===== config.mk =====
export PLATFORM = sky130hd
export DESIGN_NAME = kpd_ram
export DESIGN_NICKNAME = d
export VERILOG_FILES = /design/src/rtl/kpd_ram.sv
export SDC_FILE = /design/constraint.sdc
export NUM_CORES = 1
export LEC_CHECK = 0
export BUFFER_PORTS_ARGS = -buffer_cell sky130_fd_sc_hd__clkbuf_2
export CORE_UTILIZATION = 27
export CTS_BUF_LIST = sky130_fd_sc_hd__clkbuf_16
export DETAILED_ROUTE_END_ITERATION = 6
export PLACE_DENSITY = 0.42
export SETUP_SLACK_MARGIN = 0.5
export SLEW_MARGIN = 15
export SYNTH_ARGS = -nofsm -noshare
export SYNTH_HDL_FRONTEND = slang
export SYNTH_SLANG_ARGS = --single-unit

===== constraint.sdc =====
create_clock -name clk -period 2 [get_ports clk]
set_clock_uncertainty 0.1 [all_clocks]
set_input_delay 0.1 -clock clk [delete_from_list [all_inputs] [get_ports clk]]
set_output_delay 0.1 -clock clk [all_outputs]
set_load 0.005 [all_outputs]

===== src/rtl/kpd_ram.sv =====
// Generic single-write, single-read synchronous RAM with registered read data.
// No dependencies.
`default_nettype none

module kpd_ram #(
	parameter int WIDTH = 8,
	parameter int DEPTH = 16
) (
	input  wire logic                               clk,
	input  wire logic                               we,
	input  wire logic [(DEPTH > 1 ? $clog2(DEPTH) : 1)-1:0] waddr,
	input  wire logic [WIDTH-1:0]                   wdata,
	input  wire logic [(DEPTH > 1 ? $clog2(DEPTH) : 1)-1:0] raddr,
	output logic      [WIDTH-1:0]                   rdata
);

	logic [WIDTH-1:0] mem [DEPTH];

	always_ff @(posedge clk) begin
		if (we) begin
			mem[waddr] <= wdata;
		end
		rdata <= mem[raddr];
	end

endmodule

`default_nettype wire


* After elaboration in Yosys (flattened, before gate mapping)
Memories as Yosys holds them, arrays and structs flattened. A register that Yosys moved wholly into a read port is not among the register bits. Cells that the tools add are included.
Operators by class: muxes and demuxes 2
Operators with widths (number):
- two-way mux 1 bit | 2
Word-level totals: register bits after elaboration 0, bits in writable memories 128, word-level logic and storage cells 3, input bits 18, memories 1
Memories:
- mem | depth 16, bits a word 8, read ports 1, clocked after memory_dff 1, wr ports 1, RTL line 17 | logic [WIDTH-1:0] mem [DEPTH];

* Depth between registers and ports, before layout
Gate-level depths: netlist of run 1.
depth after elaboration 2, gate-level depth with buffers 5, depth with buffers taken out 3

* Least setup slack after synthesis of run 1
No wires, ideal clock.
path type input-to-reg, start in waddr[2] in the netlist's numbering, end mem mem[0][0], enable pin, arrival 1.210 ns, stages on the path 2, library setup time 0.383 ns, setup slack 0.307 ns, cell sequence or3b_2 -> nor3_1
RTL lines:
- start, declared | RTL line 11 | input wire logic [(DEPTH > 1 ? $clog2(DEPTH) : 1)-1:0] waddr,
- end, declared | RTL line 17
No word-level cell before the write port.

==> qor.txt, run 1 <==
Place WS: 0.245 ns
Die Span X: 140 um
fmax: 681 MHz
number of DRC markers in iteration 0: 146
max incr delay on CP: 0.47 ns
Post-Syn Instances: 229
unrepaired setup endpoints after global routing: false
clk buf depth: 2
crit path to: rdata[6]
post-synth cell types: 19
CP Capture Type: register
Worst VDD drop: 445 uV
Static Leakage: 0.00214 uW
setup violators final: 0
measured slew at the worst slew-check pin: 0.487 ns
most frequent cells in the layout: edfxtp_1 (128), clkbuf_2 (25), buf_4 (24)
Levels on crit path: 3
Hold Fails Final Rpt: 0
Worst R2R Start: mem[0][6]
Port Buffers: 25
critical path arrival: 1.65 ns
TritonRoute pass-1 iters: 4
CTS tree: yes
Synth Area in Adders: 0
Via density: 4.51
die area: 19600 sq um
Syn Nets: 247
HP Class: input port to register
reg-to-reg endpoint: rdata[6]
WP buf/inv: 0
crit share post-route: 0.734
Area Overhead vs Synth: 21.6%
Final nets: 307
Root Buffer Master: clkbuf_16
status: finished clean
Pwr per Cell Area: 1010 nW/um^2
largest net degree at the start of global routing: 17
MaxCap Viol Count: 0
CP cell instances: mux4_2, a22oi_1, nand2_1
Post-CTS Setup Inserts: 0
Detailed Route WL: 11.2 mm
vias in the first global route: 2561
total track usage: 0.124
post-synthesis mux area share: 0.150
DP HPWL: 7.51 mm
H-Tree Depth: 4
Worst Reg-to-Reg Cells: 3
clock-pin slew on the worst setup and hold paths: 0.06 ns
crit path launch type: register
row count: 50
antenna diode count: 0
delay-heaviest family, CP: multiplexers
Core ar.: 18700 sq um
clock latency on the worst-skew pair: 0.41 ns
share of cells above drive strength 1: 0.315
initial cell density of the core: 0.275
CP max FO: 1
post-synthesis sequential area ratio: 0.778
post-route ant nets: 0
Worst Path Required: 2.18 ns
CP Class: register to register
TritonCTS buffer count: 17
Post-Synth Simple-Gate Area: 0.0318
first-pass GRT wire length: 16.7 mm
origin of the worst setup path: mem[0][6]
Syn Area/Cell: 22.5 sq um
crit path max-delay cell type: mux4_2
worst reg2reg setup slack: 0.53 ns
Sink Count: 136
routability cong.: 0.717
IO Count: 26
Synth Area in Compound Gates: 0.0233
WL per Instance: 20.9 um
XOR/XNOR Fraction of Synth Area: 0
largest family of logic cells by synthesized area: multiplexers
min cycle time layout: 1.47 ns
setup TNS: 0 ns
Cell Area, Synth: 5150 sq um
commonest non-fill, non-tap cell in the layout: edfxtp_1
DR vias: 2417
Final Max Slew Viols: 0
Synth Warn #: 0
register bit count reported by yosys: 136
DRC: 0
Overflow after GRT: 0
Relative slew margins: 0.675
minimum setup slack in the final design: 0.532 ns
initial antenna violation count: 0
DIE HEIGHT: 140 um
[cell usage after synthesis, drive strengths merged]
cell           number  share of area
nand2               9         0.0066
nand2b              2         0.0024
nand3               1        0.00097
clkdlybuf4s25       3         0.0058
edfxtp            128           0.75
nor3                4         0.0039
and2b               1         0.0015
a22oi              16          0.023
mux4               32           0.15
or3b                1         0.0017
dfxtp               8          0.031
and2                1         0.0012
buf                 7          0.011
nor2b               1         0.0012
nand3b              2         0.0029
nor2               13         0.0095
[layer usage]
metal  vias up  global-route usage  share of wire
met5         -                   0              0
met4         0              0.0607          0.017
met3        12              0.0315          0.029
met2        48               0.197           0.49
met1      1262               0.158           0.46
li1       1095                   -              -
[what timing repair did]
action	CTS	global route
pin swaps	0	0
hold buffers	0	0
setup endpoints to repair	1	3
cloned	0	0
endpoints found under the hold margin	0	0
resized for setup	1	3
[logic make-up (layout without fill, tap and decap cells)]
family | count (synthesis) | count (layout)
multiplexers | 32 | 32
AND/OR/NAND/NOR | 35 | 35
AO/OA/AOI/OAI | 16 | 16
buffers and inverters | 10 | 83
flip-flops | 136 | 136
[power breakdown]
group | switching [uW] | leakage [uW] | internal (uW)
registers | 18.8 | 0.00122 | 3190
clock network | 1040 | 0.000291 | 1770
logic | 175 | 0.000622 | 138
[worst min-delay path by stage]
stage	cells after the start	slack [ns]	to	startpoint
2_1_floorplan	0	0.1	mem[0][0]	wdata[0]
3_3_place_gp	1	0.38	rdata[5]	rdata[5]
3_5_place_dp	1	0.37	rdata[3]	rdata[3]
4_1_cts	1	0.03	mem[9][7]	wdata[7]
5_1_grt	1	0.05	mem[7][0]	wdata[0]
6_report	1	0.03	mem[9][7]	wdata[7]
[per-stage QoR]
step	std cells	hold WS [ns]	area, sq um	total power (uW)	util
final	536	0.0272	6260	6340	0.335
after detailed placement	504	0.373	5700	3580	0.305
after floorplan	229	0.0989	5150	3420	-
after global placement	504	0.376	5700	3580	0.305
after global routing	536	0.0478	6260	6550	0.335
after CTS	536	0.0290	6240	6420	0.334
[area by class of cell]
cell class | count | area (sq um)
Clock inverter | 15 | 110
Tap cell | 234 | 293
Timing Repair Buffer | 51 | 345
Multi-Input combinational cell | 83 | 1080
Clock buffer | 17 | 425
Fill cell | 1735 | 12400
Sequential cell | 136 | 4000
[flip-flops by register name, indices dropped and copies added, names as in the netlist]
name and count:
mem 128, rdata 8
Note: power is estimated with default switching activity, not from simulation.
==> run 2: changes to the inputs <==
Settings changed: PLACE_DENSITY 0.42 to 0.43.
Clock period 2 ns to 1.2 ns, I/O delays scaled along.
==> qor.txt, run 2 (synthesis results as in run 1) <==
failing checks: negative hold slack, negative setup slack
Sink Count: 136 (unchanged)
Via density: 4.49 (-0.47%)
WHS Path Cells: 1 (unchanged)
Worst R2R Start: mem[5][7]
Root Buffer Master: clkbuf_16
Final Non-Filler Cells: 553 (+3.2%)
minimum setup slack in the final design: -0.159 ns (-0.691 ns)
Port Buffers: 25 (unchanged)
most flop-heavy register: mem
clk buf depth: 2 (unchanged)
total track usage: 0.132 (+0.00753)
initial cell density of the core: 0.275 (unchanged)
vias in the first global route: 2755 (+7.6%)
hold_ws: -0.0226 ns (-0.0498 ns)
commonest non-fill, non-tap cell in the layout: edfxtp_1
CP max FO: 1 (unchanged)
DP HPWL: 7.73 mm (+2.9%)
Relative slew margins: 0.315 (-0.360)
fmax: 736 MHz (+8.0%)
Pwr per Cell Area: 1590 nW/um^2 (+57%)
Area Overhead vs Synth: 31.8%
post-route ant nets: 0 (unchanged)
DIE HEIGHT: 140 um (unchanged)
Hold EP: mem[5][1]
H-Tree Depth: 4 (unchanged)
share of cells above drive strength 1: 0.492 (+0.178)
Die Span X: 140 um (unchanged)
row count: 50 (unchanged)
worst reg2reg setup slack: -0.16 ns (-0.69 ns)
Core ar.: 18700 sq um (unchanged)
hold_sp: wdata[1]
HP Class: input port to register
antenna diode count: 0 (unchanged)
Worst VDD drop: 846 uV (+90%)
critical path arrival: 1.55 ns (-0.10 ns)
Overflow after GRT: 0 (unchanged)
DRC: 0 (unchanged)
clock-pin slew on the worst setup and hold paths: 0.06 ns (about the same)
clock latency on the worst-skew pair: 0.41 ns (about the same)
biggest regs: mem (128), rdata (8)
min cycle time layout: 1.36 ns (-0.109 ns)
unrepaired setup endpoints after global routing: true
reg-to-reg endpoint: rdata[7]
Final nets: 324 (+5.5%)
Final Max Slew Viols: 0 (unchanged)
Core Util, Final: 0.363 (+0.0281)
measured slew at the worst slew-check pin: 1.02 ns (+0.536 ns)
status: finished with violations
Worst Path Required: 1.39 ns (-0.79 ns)
initial antenna violation count: 0 (unchanged)
CTS tree: yes
Detailed Route WL: 11.6 mm (+4.1%)
IO Count: 26 (unchanged)
max FFs per register: 128 (unchanged)
Total Power: 10800 uW (+70%)
CP Capture Type: register
TritonCTS buffer count: 17 (unchanged)
DR vias: 2482 (+2.7%)
most frequent cells in the layout: edfxtp_1 (128), mux4_2 (32), clkbuf_2 (20)
setup violators final: 8 (+8)
WL per Instance: 21.1 um (+0.87%)
number of DRC markers in iteration 0: 200 (+37%)
crit share post-route: 1.13 (+0.399)
Hold Fails Final Rpt: 30 (+30)
routability cong.: 0.695 (-3.1%)
placed instance count: 520 (+3.2%)
largest net degree at the start of global routing: 23 (+6)
Worst Reg-to-Reg Cells: 3 (unchanged)
die area: 19600 sq um (unchanged)
TritonRoute pass-1 iters: 5 (+1)
crit path launch type: register
CP Class: register to register
first-pass GRT wire length: 17.8 mm (+6.3%)
MaxCap Viol Count: 0 (unchanged)
Static Leakage: 0.00224 uW (+5.0%)
-- run 2: area by class of cell --
type | instances | area, sq um
clock buffers | 17 | 425
flip-flops and latches | 136 | 4010
clock inverters | 15 | 123
well taps | 234 | 293
repair buffers | 68 | 713
multi-input cells | 83 | 1220
fillers | 1711 | 11900
-- run 2: how the worst max path moves through the flow --
stage | startpoint | end | cells past startpoint
floorplan | waddr[2] | mem[0][0] | 2
global placement | raddr[0] | rdata[0] | 6
detailed placement | raddr[0] | rdata[0] | 6
CTS | mem[10][3] | rdata[3] | 3
global route | mem[7][3] | rdata[3] | 3
finish | mem[5][7] | rdata[7] | 3
-- run 2: stage by stage --
stage	worst slack [ns]	setup TNS [ns]	instance area (sq um)	hold slack (ns)
after floorplan	-0.0630	-0.719	5270	0.0589
after global placement	-0.438	-14.44	6070	0.335
after detailed placement	-0.454	-14.26	6070	0.334
after CTS	-0.159	-1.16	6760	-0.0292
after global routing	-0.220	-1.54	6790	0.00263
final	-0.159	-1.11	6790	-0.0226
-- run 2: repair_timing --
item	in CTS	in global routing
hold endpoints to repair	34	0
setup buffers	1	0
pin swaps	11	4
resized for setup	33	8
setup endpoints to repair	144	144
-- run 2: per-layer routing --
layer | GRT usage | part of all wire | up-vias
li1 | - | - | 1116
met5 | 0 | 0 | -
met2 | 0.204 | 0.47 | 45
met4 | 0.0538 | 0.012 | 0
met1 | 0.176 | 0.48 | 1310
met3 | 0.0338 | 0.030 | 11
-- run 2: power by group --
group	total [uW]	internal, uW	switching [uW]
logic	666	314	352
clock network	4770	2980	1790
registers	5350	5320	28.8
total	10800	8610	2170
-- run 2: worst max-delay path, stage by stage (launching register included) --
cell and delay (ns):
edfxtp_1 0.36, mux4_2 0.52, a22oi_2 0.19, nand2_1 0.07
